File: src/design/tfilt_pkg.sv
// Package for the text whitespace and case filter.
// Holds flag bit positions, character codes, the result record, the sequencer
// state type and the character helper functions; no dependencies.
package tfilt_pkg;

	localparam int FLAGS_W = 6;

	// Bit positions in the edit flags register
	localparam int FLG_COLLAPSE  = 0;
	localparam int FLG_COMPRESS  = 1;
	localparam int FLG_LOWER     = 2;
	localparam int FLG_TRIM      = 3;
	localparam int FLG_UNCOMMENT = 4;
	localparam int FLG_UPCASE    = 5;

	localparam logic [7:0] CH_NUL   = 8'h00;
	localparam logic [7:0] CH_TAB   = 8'h09;
	localparam logic [7:0] CH_SPACE = 8'h20;
	localparam logic [7:0] CH_BANG  = 8'h21;
	localparam logic [7:0] CASE_OFS = 8'd32;

	typedef struct packed {
		logic [7:0] out_byte;
		logic       run_last;
		logic       trim_overflow;
	} res_t;

	typedef enum logic [1:0] {
		ST_IDLE,
		ST_FLUSH,
		ST_TAIL
	} state_t;

	function automatic logic is_ws(input logic [7:0] c);
		return c inside {CH_SPACE, [8'h09:8'h0D]};
	endfunction

	function automatic logic [7:0] fold_case(input logic [FLAGS_W-1:0] flags,
		input logic [7:0] c);
		logic [7:0] r;
		r = c;
		if (flags[FLG_UPCASE]) begin
			if (c inside {[8'h61:8'h7A]})
				r = c - CASE_OFS;
		end else if (flags[FLG_LOWER]) begin
			if (c inside {[8'h41:8'h5A]})
				r = c + CASE_OFS;
		end
		return r;
	endfunction

endpackage

File: src/design/tfilt_in_if.sv
// Input channel of the text filter: one character per transaction.
// Valid/ready handshake; no dependencies.
interface tfilt_in_if;
	logic       valid;
	logic       ready;
	logic [7:0] in_byte;

	modport source (output valid, output in_byte, input ready);
	modport sink (input valid, input in_byte, output ready);
endinterface

File: src/design/tfilt_out_if.sv
// Output channel of the text filter: one edited character per transaction.
// Valid/ready handshake; no dependencies.
interface tfilt_out_if;
	logic       valid;
	logic       ready;
	logic [7:0] out_byte;
	logic       run_last;
	logic       trim_overflow;

	modport source (output valid, output out_byte, output run_last, output trim_overflow,
		input ready);
	modport sink (input valid, input out_byte, input run_last, input trim_overflow,
		output ready);
endinterface

File: src/design/tfilt_pend_ram.sv
// Pending whitespace store: one write port, one read port, registered read.
// Read data holds until the next read; no dependencies.
module tfilt_pend_ram #(
	parameter int DEPTH = 63,
	parameter int AW    = 6
) (
	input  logic          clk,
	input  logic          wr_en,
	input  logic [AW-1:0] wr_addr,
	input  logic [7:0]    wr_data,
	input  logic          rd_en,
	input  logic [AW-1:0] rd_addr,
	output logic [7:0]    rd_data
);

	logic [7:0] mem [DEPTH];
	logic [7:0] rd_data_q;

	always_ff @(posedge clk) begin
		if (wr_en)
			mem[wr_addr] <= wr_data;
	end

	always_ff @(posedge clk) begin
		if (rd_en)
			rd_data_q <= mem[rd_addr];
	end

	assign rd_data = rd_data_q;

endmodule

File: src/design/tfilt_ctl.sv
// Filter control: per-character decision, string state and the flush sequencer
// that drains the pending store. Depends on tfilt_pkg and tfilt_pend_ram ports.
module tfilt_ctl
	import tfilt_pkg::*;
#(
	parameter int MAX_CHARS     = 1023,
	parameter int PENDING_DEPTH = 63,
	parameter int AW            = 6
) (
	input  logic               clk,
	input  logic               arst_n,
	input  logic [FLAGS_W-1:0] flags,
	input  logic               in_valid,
	input  logic [7:0]         in_byte,
	output logic               in_ready,
	input  logic               load_ok,
	output logic               res_vld,
	output res_t               res,
	output logic               wr_en,
	output logic [AW-1:0]      wr_addr,
	output logic [7:0]         wr_data,
	output logic               rd_en,
	output logic [AW-1:0]      rd_addr,
	input  logic [7:0]         rd_data
);

	localparam int NW = $clog2(MAX_CHARS + 1);
	localparam int CW = $clog2(PENDING_DEPTH + 1);

	typedef enum logic [2:0] {
		DC_TERM,
		DC_SKIP,
		DC_DROP,
		DC_HOLD,
		DC_FLUSH,
		DC_CUT,
		DC_EMIT
	} dec_t;

	typedef enum logic [1:0] {
		TL_EMIT,
		TL_CUT,
		TL_HOLD
	} tail_t;

	state_t         state_q, state_d;
	logic [NW-1:0]  char_cnt_q;
	logic           at_start_q;
	logic           run_q;
	logic           comment_q;
	logic [CW-1:0]  pend_cnt_q;
	logic [CW-1:0]  rd_ptr_q;
	logic           rd_vld_s1;
	logic           rd_last_s1;
	tail_t          tail_kind_q;
	logic [7:0]     tail_byte_q;
	logic           ovf_q;

	logic           ws;
	logic           compress_on;
	logic           bang;
	logic [7:0]     eff;
	dec_t           dec;
	tail_t          dec_tail;
	logic           dec_ovf;
	logic           in_fire;
	logic           consume;
	logic           flush_done;

	// Classify the offered character against the current string state
	always_comb begin
		ws          = is_ws(in_byte);
		compress_on = !flags[FLG_COLLAPSE] && flags[FLG_COMPRESS];
		eff         = (compress_on && ws) ? CH_SPACE : in_byte;
		bang        = flags[FLG_UNCOMMENT] && (eff == CH_BANG);
		dec         = DC_SKIP;
		dec_tail    = TL_EMIT;
		dec_ovf     = 1'b0;
		if (in_byte == CH_NUL) begin
			dec = DC_TERM;
		end else if (comment_q || (char_cnt_q == NW'(MAX_CHARS))) begin
			dec = DC_SKIP;
		end else if (ws && (flags[FLG_COLLAPSE] || (compress_on && run_q))) begin
			dec = DC_DROP;
		end else if (ws && flags[FLG_TRIM]) begin
			if (at_start_q && (eff != CH_TAB)) begin
				dec = DC_DROP;
			end else if (pend_cnt_q == CW'(PENDING_DEPTH)) begin
				dec      = DC_FLUSH;
				dec_tail = TL_HOLD;
				dec_ovf  = 1'b1;
			end else begin
				dec = DC_HOLD;
			end
		end else if (pend_cnt_q != '0) begin
			dec      = DC_FLUSH;
			dec_tail = bang ? TL_CUT : TL_EMIT;
		end else if (bang) begin
			dec = DC_CUT;
		end else begin
			dec = DC_EMIT;
		end
	end

	assign in_fire    = in_valid && in_ready;
	assign consume    = (state_q == ST_FLUSH) && rd_vld_s1 && load_ok;
	assign flush_done = consume && rd_last_s1;

	// Next state
	always_comb begin
		state_d = state_q;
		case (state_q)
			ST_IDLE: begin
				if (in_fire && (dec == DC_FLUSH))
					state_d = ST_FLUSH;
			end
			ST_FLUSH: begin
				if (flush_done)
					state_d = ST_TAIL;
			end
			ST_TAIL: begin
				if ((tail_kind_q != TL_EMIT) || load_ok)
					state_d = ST_IDLE;
			end
			default: state_d = ST_IDLE;
		endcase
	end

	// Outputs: handshake, result, store accesses
	always_comb begin
		in_ready = 1'b0;
		res_vld  = 1'b0;
		res      = '{out_byte: CH_NUL, run_last: 1'b0, trim_overflow: 1'b0};
		wr_en    = 1'b0;
		wr_addr  = pend_cnt_q[AW-1:0];
		wr_data  = eff;
		rd_en    = 1'b0;
		rd_addr  = rd_ptr_q[AW-1:0];
		case (state_q)
			ST_IDLE: begin
				in_ready = load_ok;
				if (in_fire) begin
					if (dec == DC_TERM) begin
						res_vld = 1'b1;
						res     = '{out_byte: CH_NUL, run_last: 1'b1, trim_overflow: 1'b0};
					end else if (dec == DC_EMIT) begin
						res_vld = 1'b1;
						res     = '{out_byte: fold_case(flags, eff), run_last: 1'b1,
							trim_overflow: 1'b0};
					end
					wr_en = (dec == DC_HOLD);
				end
			end
			ST_FLUSH: begin
				rd_en = (rd_ptr_q != pend_cnt_q) && (!rd_vld_s1 || consume);
				if (consume) begin
					res_vld = 1'b1;
					res     = '{out_byte: rd_data,
						run_last: rd_last_s1 && (tail_kind_q != TL_EMIT),
						trim_overflow: ovf_q};
				end
			end
			ST_TAIL: begin
				if (tail_kind_q == TL_EMIT) begin
					res_vld = load_ok;
					res     = '{out_byte: tail_byte_q, run_last: 1'b1, trim_overflow: 1'b0};
				end else if (tail_kind_q == TL_HOLD) begin
					wr_en   = 1'b1;
					wr_addr = '0;
					wr_data = tail_byte_q;
				end
			end
			default: ;
		endcase
	end

	always_ff @(posedge clk or negedge arst_n) begin
		if (!arst_n) begin
			state_q     <= ST_IDLE;
			char_cnt_q  <= '0;
			at_start_q  <= 1'b1;
			run_q       <= 1'b0;
			comment_q   <= 1'b0;
			pend_cnt_q  <= '0;
			rd_ptr_q    <= '0;
			rd_vld_s1   <= 1'b0;
			rd_last_s1  <= 1'b0;
			tail_kind_q <= TL_EMIT;
			ovf_q       <= 1'b0;
		end else begin
			state_q <= state_d;
			if (in_fire) begin
				if (dec == DC_TERM) begin
					char_cnt_q <= '0;
					at_start_q <= 1'b1;
					run_q      <= 1'b0;
					comment_q  <= 1'b0;
					pend_cnt_q <= '0;
				end else if (dec != DC_SKIP) begin
					char_cnt_q <= char_cnt_q + NW'(1);
					if (compress_on)
						run_q <= ws;
					if (dec != DC_DROP)
						at_start_q <= 1'b0;
					if ((dec == DC_CUT) || ((dec == DC_FLUSH) && (dec_tail == TL_CUT)))
						comment_q <= 1'b1;
					if (dec == DC_HOLD)
						pend_cnt_q <= pend_cnt_q + CW'(1);
					if (dec == DC_FLUSH) begin
						tail_kind_q <= dec_tail;
						ovf_q       <= dec_ovf;
						rd_ptr_q    <= '0;
					end
				end
			end
			// Advance the read pointer and track the registered read data
			if (rd_en) begin
				rd_ptr_q   <= rd_ptr_q + CW'(1);
				rd_last_s1 <= (rd_ptr_q + CW'(1)) == pend_cnt_q;
			end
			if (rd_en)
				rd_vld_s1 <= 1'b1;
			else if (consume)
				rd_vld_s1 <= 1'b0;
			// Store drained: leave one entry when the new whitespace is held
			if ((state_q == ST_TAIL) && (state_d == ST_IDLE))
				pend_cnt_q <= (tail_kind_q == TL_HOLD) ? CW'(1) : '0;
		end
	end

	always_ff @(posedge clk) begin
		if (in_fire && (dec == DC_FLUSH))
			tail_byte_q <= (dec_tail == TL_HOLD) ? eff : fold_case(flags, eff);
	end

	a_no_write_in_flush: assert property (@(posedge clk) disable iff (!arst_n)
		(state_q == ST_FLUSH) |-> !wr_en)
		else $error("pending store written during flush");

	a_flush_nonempty: assert property (@(posedge clk) disable iff (!arst_n)
		(state_q == ST_FLUSH) |-> (pend_cnt_q != '0))
		else $error("flush entered with empty pending store");

	a_pend_bound: assert property (@(posedge clk) disable iff (!arst_n)
		pend_cnt_q <= CW'(PENDING_DEPTH))
		else $error("pending count beyond store depth");

	a_res_slot: assert property (@(posedge clk) disable iff (!arst_n)
		res_vld |-> load_ok)
		else $error("result produced without a free output slot");

	a_rd_only_flush: assert property (@(posedge clk) disable iff (!arst_n)
		rd_vld_s1 |-> (state_q == ST_FLUSH))
		else $error("read data pending outside flush");

endmodule

File: src/design/text_whitespace_case_filter_unit.sv
// Top level of the text whitespace and case filter: edit flags register,
// output register, control and pending store. Depends on tfilt_pkg,
// tfilt_in_if, tfilt_out_if, tfilt_pend_ram and tfilt_ctl.
//
//  channel   | dir | transaction payload
//  ----------+-----+--------------------------------------------------
//  in_ch     | in  | in_byte: next character, zero ends the string
//  out_ch    | out | out_byte, run_last, trim_overflow
//  cfg       | in  | cfg_we / cfg_wdata: edit flags, written at once
//
// After an input character that releases no held whitespace, the
// next one is accepted in the following cycle whenever the output register
// is free or being drained.
// A character that flushes N held whitespace entries is handled in order:
// it is accepted, the pending store is read through its registered read port,
// one read is made per output transaction, and a closing step emits the
// character, cuts at a comment mark or holds the new whitespace.
// Output stalls hold the flush in place; the store read data waits in its
// register until the output register can take it.
// Reset is asynchronous and active low; it clears the flags and all string
// state. The pending store itself is not cleared: only entries below the
// pending count are ever read.
module text_whitespace_case_filter_unit
	import tfilt_pkg::*;
#(
	parameter int MAX_CHARS     = 1023,
	parameter int PENDING_DEPTH = 63
) (
	input  logic               clk,
	input  logic               arst_n,
	input  logic               cfg_we,
	input  logic [FLAGS_W-1:0] cfg_wdata,
	tfilt_in_if.sink           in_ch,
	tfilt_out_if.source        out_ch
);

	localparam int AW = (PENDING_DEPTH > 1) ? $clog2(PENDING_DEPTH) : 1;

	logic [FLAGS_W-1:0] flags_q;
	logic               out_vld_q;
	res_t               out_res_q;
	logic               load_ok;
	logic               res_vld;
	res_t               res;
	logic               in_rdy;
	logic               wr_en;
	logic [AW-1:0]      wr_addr;
	logic [7:0]         wr_data;
	logic               rd_en;
	logic [AW-1:0]      rd_addr;
	logic [7:0]         rd_data;

	// Edit flags: to be written only while the filter is idle; the block does not enforce this
	always_ff @(posedge clk or negedge arst_n) begin
		if (!arst_n)
			flags_q <= '0;
		else if (cfg_we)
			flags_q <= cfg_wdata;
	end

	// Output register: load a new result whenever it is empty or being taken
	assign load_ok = !out_vld_q || out_ch.ready;

	always_ff @(posedge clk or negedge arst_n) begin
		if (!arst_n)
			out_vld_q <= 1'b0;
		else if (res_vld)
			out_vld_q <= 1'b1;
		else if (out_ch.ready)
			out_vld_q <= 1'b0;
	end

	always_ff @(posedge clk) begin
		if (res_vld)
			out_res_q <= res;
	end

	assign out_ch.valid         = out_vld_q;
	assign out_ch.out_byte      = out_res_q.out_byte;
	assign out_ch.run_last      = out_res_q.run_last;
	assign out_ch.trim_overflow = out_res_q.trim_overflow;
	assign in_ch.ready          = in_rdy;

	tfilt_ctl #(
		.MAX_CHARS     (MAX_CHARS),
		.PENDING_DEPTH (PENDING_DEPTH),
		.AW            (AW)
	) u_ctl (
		.clk      (clk),
		.arst_n   (arst_n),
		.flags    (flags_q),
		.in_valid (in_ch.valid),
		.in_byte  (in_ch.in_byte),
		.in_ready (in_rdy),
		.load_ok  (load_ok),
		.res_vld  (res_vld),
		.res      (res),
		.wr_en    (wr_en),
		.wr_addr  (wr_addr),
		.wr_data  (wr_data),
		.rd_en    (rd_en),
		.rd_addr  (rd_addr),
		.rd_data  (rd_data)
	);

	tfilt_pend_ram #(
		.DEPTH (PENDING_DEPTH),
		.AW    (AW)
	) u_pend_ram (
		.clk     (clk),
		.wr_en   (wr_en),
		.wr_addr (wr_addr),
		.wr_data (wr_data),
		.rd_en   (rd_en),
		.rd_addr (rd_addr),
		.rd_data (rd_data)
	);

	a_out_hold: assert property (@(posedge clk) disable iff (!arst_n)
		(out_vld_q && !out_ch.ready) |-> !res_vld)
		else $error("result overwrote a stalled output");

	a_in_blocked_on_stall: assert property (@(posedge clk) disable iff (!arst_n)
		(out_vld_q && !out_ch.ready) |-> !in_rdy)
		else $error("input accepted while output slot is blocked");

	a_cfg_idle: assert property (@(posedge clk) disable iff (!arst_n)
		cfg_we |-> !out_vld_q)
		else $error("edit flags written while a result is pending");

endmodule
File: src/flat_wrapper.sv
// flat-port wrapper written by rule: the top's interface ports become plain ports
module text_whitespace_case_filter_unit_flat import tfilt_pkg::*;
#(
	parameter int MAX_CHARS     = 1023,
	parameter int PENDING_DEPTH = 63
)
  (clk, arst_n, cfg_we, cfg_wdata, in_ch_valid, in_ch_in_byte, in_ch_ready, out_ch_valid, out_ch_out_byte, out_ch_run_last, out_ch_trim_overflow, out_ch_ready);
  tfilt_in_if in_ch_i ();
  tfilt_out_if out_ch_i ();
  input  logic clk;
  input  logic arst_n;
  input  logic cfg_we;
  input  logic [FLAGS_W-1:0] cfg_wdata;
  input wire logic [$bits(in_ch_i.valid)-1:0] in_ch_valid;
  input wire logic [$bits(in_ch_i.in_byte)-1:0] in_ch_in_byte;
  output wire logic [$bits(in_ch_i.ready)-1:0] in_ch_ready;
  output wire logic [$bits(out_ch_i.valid)-1:0] out_ch_valid;
  output wire logic [$bits(out_ch_i.out_byte)-1:0] out_ch_out_byte;
  output wire logic [$bits(out_ch_i.run_last)-1:0] out_ch_run_last;
  output wire logic [$bits(out_ch_i.trim_overflow)-1:0] out_ch_trim_overflow;
  input wire logic [$bits(out_ch_i.ready)-1:0] out_ch_ready;
  assign in_ch_i.valid = in_ch_valid;
  assign in_ch_i.in_byte = in_ch_in_byte;
  assign in_ch_ready = in_ch_i.ready;
  assign out_ch_valid = out_ch_i.valid;
  assign out_ch_out_byte = out_ch_i.out_byte;
  assign out_ch_run_last = out_ch_i.run_last;
  assign out_ch_trim_overflow = out_ch_i.trim_overflow;
  assign out_ch_i.ready = out_ch_ready;
  text_whitespace_case_filter_unit #(.MAX_CHARS(MAX_CHARS), .PENDING_DEPTH(PENDING_DEPTH)) u_core (.clk(clk), .arst_n(arst_n), .cfg_we(cfg_we), .cfg_wdata(cfg_wdata), .in_ch(in_ch_i), .out_ch(out_ch_i));
endmodule
File: config.mk
export PLATFORM = sky130hd
export DESIGN_NAME = text_whitespace_case_filter_unit_flat
export DESIGN_NICKNAME = d
export VERILOG_FILES = /design/src/design/tfilt_pkg.sv /design/src/design/tfilt_in_if.sv /design/src/design/tfilt_out_if.sv /design/src/design/tfilt_pend_ram.sv /design/src/design/tfilt_ctl.sv /design/src/design/text_whitespace_case_filter_unit.sv /design/src/flat_wrapper.sv
export SDC_FILE = /design/constraint.sdc
export NUM_CORES = 1
export LEC_CHECK = 0
export BUFFER_PORTS_ARGS = -buffer_cell sky130_fd_sc_hd__buf_2
export CAP_MARGIN = 15
export CORE_MARGIN = 10
export CORE_UTILIZATION = 50
export DETAILED_ROUTE_END_ITERATION = 10
export GPL_TIMING_DRIVEN = 0
export MAX_ROUTING_LAYER = met4
export PLACE_DENSITY = 0.74
export SLEW_MARGIN = 20
export SYNTH_ARGS = -nofsm -noshare
export SYNTH_HDL_FRONTEND = slang
export SYNTH_SLANG_ARGS = --single-unit
File: constraint.sdc
create_clock -name clk -period 10.95 [get_ports clk]
set_clock_uncertainty 0.1 [all_clocks]
set_input_delay 2.19 -clock clk [delete_from_list [all_inputs] [get_ports clk]]
set_output_delay 2.19 -clock clk [all_outputs]
set_load 0.005 [all_outputs]
# ---- Word level (Yosys, flattened, before mapping)
# Memories as Yosys holds them, arrays and structs flattened. A register that Yosys moved wholly into a read port is not among the register bits.
# Cells that the tools add are included.
dict set report classes {
  n_lt_le_gt_ge 6
  bitwise 1
  n_mux 84
  eq_ne 19
  reduce_logical 55
  add_sub_neg 5
}
# op n
set op_table {}
lappend op_table {{2-to-1 mux 6 bit} 13}
lappend op_table {{2-to-1 mux 8 bit} 9}
lappend op_table {{2-to-1 mux 10 bit} 7}
lappend op_table {{2-to-1 mux 1 bit} 34}
lappend op_table {{one-hot mux 10 bit (3 select lines)} 1}
lappend op_table {{nonzero test 2 bit} 12}
lappend op_table {{2-to-1 mux 2 bit} 11}
lappend op_table {{logical AND 1 bit} 19}
lappend op_table {{2-to-1 mux 3 bit} 6}
lappend op_table {{equality test 8 x 6 -> 1 bit (second input constant)} 2}
lappend op_table {{>= comparator 8 x 7 -> 1 bit (second input constant)} 2}
lappend op_table {{less-or-equal comparator 8 x 7 -> 1 bit (second input constant)} 2}
lappend op_table {{adder 6 x 1 -> 6 bit (second input constant)} 2}
lappend op_table {{AND reduction 3 bit} 4}
lappend op_table {{adder 10 x 1 -> 10 bit (second input constant)} 1}
lappend op_table {{equality test 10 bit (second input constant)} 1}
lappend op_table {{equality test 3 bit (second input constant)} 3}
lappend op_table {{adder 8 x 6 -> 8 bit (second input constant)} 1}
lappend op_table {{>= comparator 8 x 4 -> 1 bit (second input constant)} 1}
lappend op_table {{less-or-equal comparator 8 x 4 -> 1 bit (second input constant)} 1}
lappend op_table {{logical NOT 8 bit} 1}
lappend op_table {{!= test 8 x 4 -> 1 bit (second input constant)} 1}
lappend op_table {{AND reduction 4 bit} 2}
lappend op_table {{subtractor 8 x 6 -> 8 bit (second input constant)} 1}
lappend op_table {{20 further kinds} 33}
dict set report totals {
  reg_bits 57
  output_inout_bits 12
  ram_bits 504
  memories 1
  wordCells 188
  in_bits 19
}
# memory depth width read_ports rd_ports_with_merged_regs wr line
set mem_list {}
lappend mem_list {u_core.u_pend_ram.mem 63 8 1 1 1 tfilt_pend_ram.sv:16} ;# logic [7:0] mem [DEPTH];

# ---- Longest topological paths before layout
dict set report logic_depth {
  ltp_word 21
  depth_mapped 12
  mapped_depth_nobuf 11
}

# ---- Modules after synthesis
# A second synthesis with hierarchy kept.
dict set report unflattened {
  cells_unflattened 1291
  area_unflattened_um2 23226.0
}
# mod cells_each seq_area_each_um2 area_per_inst_um2 instances
set by_module_without_submodules {}
lappend by_module_without_submodules {tfilt_pend_ram 949 15374.7 19890.3 1}
lappend by_module_without_submodules {tfilt_ctl 316 1017.2 2746.4 1}
lappend by_module_without_submodules {text_whitespace_case_filter_unit 26 475.5 589.3 1}

# ---- Worst setup path before layout
# Ideal clock, no wire load.
dict set report synth_path {
  kind {input -> register}
  startpoint {input port in_ch_in_byte[1]}
  endpoint {memory u_core.u_pend_ram.mem[0][3], data pin}
  setup_slack_ps 4459
  stages 7
  setup_time_ps 694
  t_required_ps 10156
  t_arrival_ps 5697
  path_buffers 1
  cell_sequence {buf_6 -> or3_1 -> nand4_2 -> nand2_1 -> nand2_1 -> nand2_1 -> o21ai_0}
}
dict set report synth_between {
  elab_chain_len 8
  word_cells_on_any_way 10
  cone_classes {order compare (2); eq/ne (1); mux (4); reduce/logical (3)}
}
# item line
set synth_rtl {}
lappend synth_rtl {{start, declared} flat_wrapper.sv:15} ;# input wire logic [$bits(in_ch_i.in_byte)-1:0] in_ch_in_byte;
lappend synth_rtl {{>= comparator 8 x 4 -> 1 bit / less-or-equal comparator 8 x 4 -> 1 bit (equally long branches)} tfilt_pkg.sv:35} ;# return c inside {CH_SPACE, [8'h09:8'h0D]};
lappend synth_rtl {{logical AND 1 bit} tfilt_pkg.sv:35}
lappend synth_rtl {{nonzero test 2 bit (*)} tfilt_pkg.sv:35}
lappend synth_rtl {{logical AND 1 bit (*)} tfilt_ctl.sv:74} ;# eff = (compress_on && ws) ? CH_SPACE : in_byte;
lappend synth_rtl {{2-to-1 mux 8 bit (*)} tfilt_ctl.sv:74}
lappend synth_rtl {{2-to-1 mux 8 bit} tfilt_ctl.sv:167} ;# end else if (tail_kind_q == TL_HOLD) begin
lappend synth_rtl {{2-to-1 mux 8 bit} tfilt_ctl.sv:164} ;# if (tail_kind_q == TL_EMIT) begin
lappend synth_rtl {{2-to-1 mux 8 bit (*)} tfilt_ctl.sv:139} ;# case (state_q)
lappend synth_rtl {{net u_core.u_ctl.wr_data[3]} tfilt_ctl.sv:21} ;# output logic [7:0] wr_data,
lappend synth_rtl {{end, declared} tfilt_pend_ram.sv:16}
# Mark *: on every way through the listed nets, which the timed path passes. The rest lies on a longest branch.

# ---- Worst setup path after layout
dict set report layout_path {
  startpoint {input port out_ch_ready}
  endpoint {output port in_ch_ready}
}
dict set report layout_between {
  elab_chain_len 2
}
# item line
set layout_rtl {}
lappend layout_rtl {{start, declared} flat_wrapper.sv:21} ;# input wire logic [$bits(out_ch_i.ready)-1:0] out_ch_ready;
lappend layout_rtl {{logical OR 1 bit} text_whitespace_case_filter_unit.sv:62} ;# assign load_ok = !out_vld_q || out_ch.ready;
lappend layout_rtl {{2-to-1 mux 1 bit} tfilt_ctl.sv:139}
lappend layout_rtl {{end, declared} flat_wrapper.sv:16} ;# output wire logic [$bits(in_ch_i.ready)-1:0] in_ch_ready;
# No other way between the ends.

==> key figures <==
Global routing
  – GRT Total Usage: 21.2%
  – Wire length of the first global-routing pass: 86900 microns
  – Gr ovfl total: 0
  – Vias in the first global route: 13245
  – Largest net degree at the start of global routing: 41
  – Initial antenna violation count: 0

Synth
  – Synthesized Nets: 1404
  – Post-Synthesis Cells: 1378
  – Mapped Avg Cell Area: 17.0 sq um
  – Async S/R FF share, synth: roughly 6.7%
  – Yosys cell types: 68
  – Synth warn: 0
  – Ys flop type: edfxtp_1
  – Sequential fraction of the synthesis area: 72.2%
  – Number of synthesized register bits: ~570
  – Synth Cell Area: 23400 sq um
  – Post-synth EDFFs: between 500 and 600

Run
  – Max-Cap Viols: 0

Route
  – DR vias: 13446
  – DR pass1 iterations: 5
  – WL/cell: about 27 microns
  – Initial drt markers: 1673
  – Post-route ant nets: 0
  – WL final: 58400 microns
  – Post-route DRC: 0
  – Via density per instance: ~6.3

Floorplan
  – Die Y: 236 microns
  – Initial Utilization: between 50% and 60%
  – Num rows: 79
  – Die area: 55800 sq um
  – Die W: between 200 and 250 microns
  – # IOs: 31
  – Core area: roughly 46000 sq um

STA
  – Final period util: 47.6%
  – Max Slew Vio Count: 0
  – FMAX: 0.192 GHz
  – Tmin final: 5.21 ns
  – Relative slew slack: around 25%
  – Setup TNS: 0 ns
  – Setup violators final: 0
  – Hold slack: 0.409 ns
  – Final hold vios: 0
  – Worst-Margin Slew: 1.12 ns
  – RSZ-0062 raised after global routing: false

CTS
  – Maximum clock path buffer count: 3
  – Root buf cell: clkbuf_16
  – Hold bufs inserted after CTS: 0
  – CTS H-tree depth: 2
  – Clock buffer count from CTS: 55
  – CTS tree: built
  – Resized Gates After CTS: 0
  – Total clock sinks: 568
  – Skew-Pair Late Insertion Delay: 0.62 ns
  – CTS clk-pin slew, worst paths: 0.06 ns
  – Post-CTS setup buffer count: 0

Finish
  – # fillers: 3350
  – Area Growth Syn to Fin: 13.3%
  – Area of the multi-input gates: 6140 sq um
  – Antenna cells: 0
  – Fraction of layout cells with a size suffix above 1: 17.0%
  – FF+latch area: around 17000 sq um
  – Final net count: 1502

Hold path
  – Hold Path Class: reg2reg

Power
  – P per Cell Area: 231 nW/um^2
  – P_leak: 8.58 nW
  – Max IR drop VDD: 116 uV

Worst setup path
  – CP max FO: 6
  – Startpoint Class: input pin
  – Slowest library cell on the worst path: nor2b_1
  – Worst path most repeated cell: buf_2
  – CP Data Required Time: 8.66 ns
  – Crit-path max cell delay: between 0.3 and 0.4 ns
  – CP endpoint kind: output pin
  – R2R setup slack: 6.95 ns
  – Worst setup path class: in2out
  – Arrival @ worst endpoint: about 2.9 ns
  – Crit-path cells: buf_2 -> nor2b_1 -> nor3_1 -> buf_2

Run status
  – Status: completed

Placement
  – Port-buffer cells: 27
  – Dpl hpwl: 39200 microns
  – Routability congestion estimate: ~0.98
[cells by family after synthesis]
family	Yosys count	synth area share, %
multiplexers	194	12.8
AO/OA/AOI/OAI	217	6.36
XOR/XNOR	17	0.637
flip-flops	568	72.2
adder cells (fa/ha/maj)	7	0.375
AND/OR/NAND/NOR	273	5.68
buffers and inverters	102	1.95
[sequential cells by signal (all words and copies together) (netlist names), 2 cells and up]
name	cells
u_core.u_ctl.pend_cnt_q	6
u_core.u_ctl.tail_kind_q	2
u_core.u_ctl.tail_byte_q	8
u_core.u_pend_ram.mem	504
u_core.out_ch.out_byte	8
u_core.u_ctl.state_q	2
u_core.flags_q	6
u_core.u_pend_ram.rd_data	8
u_core.u_ctl.char_cnt_q	10
u_core.u_ctl.rd_addr	6
[critical path: cells and delay by family]
kind / cells / cell delay, ns
buf+inv: 2 / 0.26
simple gates: 2 / 0.47
[power breakdown]
group	switching, mW	internal (mW)
combinational	1.08	0.644
sequential	0.0401	2.47
clock	0.791	1.10
total	1.91	4.21
[cell type report]
cell class	count	share of cell area [%]
inverters	19	0.279
clock buffers	74	5.66
plain buffers	83	1.45
flip-flops and latches	568	63.7
repair buffers	41	1.84
well taps	607	2.87
multi-input cells	708	23.2
clock inverters	25	1.08
[worst paths after layout]
kind | start | endpoint | cells past startpoint
setup / recovery | out_ch_ready | in_ch_ready | 4
hold / removal | u_core.u_ctl.run_q | u_core.u_ctl.run_q | 2
setup reg to reg | u_core.u_ctl.char_cnt_q[0] | u_core.u_pend_ram.mem[27][0] | 9
hold reg to reg | u_core.u_ctl.run_q | u_core.u_ctl.run_q | 2
max in group asynchronous | arst_n | u_core.u_ctl.rd_addr[5] | 1
min in group asynchronous | arst_n | u_core.u_ctl.char_cnt_q[6] | 1
[Yosys cell counts, types with 21 or more instances]
library cell | number | share of area [%]
o22ai_1 | 22 | 0.59
edfxtp_1 | 530 | 68
o21ai_0 | 34 | 0.73
nand3_1 | 23 | 0.49
o221ai_1 | 43 | 1.6
nand2_1 | 70 | 1.1
mux4_2 | 84 | 8.1
a21oi_1 | 55 | 1.2
buf_2 | 21 | 0.45
dfrtp_1 | 37 | 4.0
nor2_1 | 84 | 1.3
mux2i_1 | 103 | 4.4
nor3_1 | 22 | 0.47
clkbuf_1 | 48 | 0.77
[stage by stage]
step	std cells	util (%)	setup WS (ns)	cell area, sq um	total power [mW]
4_1_cts	2125	57.2	5.74	26500	6.11
6_report	2125	57.2	5.74	26500	6.12
3_3_place_gp	2012	52.4	1.21	24300	4.20
2_1_floorplan	1378	-	4.46	23400	3.64
3_5_place_dp	2026	53.3	5.22	24700	4.24
5_1_grt	2125	57.2	5.67	26500	6.32
[cell usage in the layout, fill, tap and decap left out, drive strengths merged, types with 6 or more instances in the layout]
cell / instances
nor2b: 14
xnor2: 6
bufinv: 6
nor3b: 7
buf: 76
o21ai: 37
dfrtp: 37
mux2: 7
o221ai: 43
clkbuf: 122
nand2: 70
edfxtp: 530
nand3: 23
clkinv: 16
mux4: 84
a22oi: 9
a211oi: 16
a21oi: 55
nand2b: 10
nor2: 84
and3: 10
ha: 7
inv: 21
o211ai: 7
xor2: 11
mux2i: 103
nor3: 23
nand4: 11
o22ai: 23
[per-layer routing]
metal	vias to the layer above	global-route usage, %	share of wire [%]
met5	-	-	0
met4	0	8.11	3.3
met3	127	4.52	10
met2	766	32.6	48
met1	6826	27.4	38
li1	5727	-	-
(Power assumes the default switching activity.)
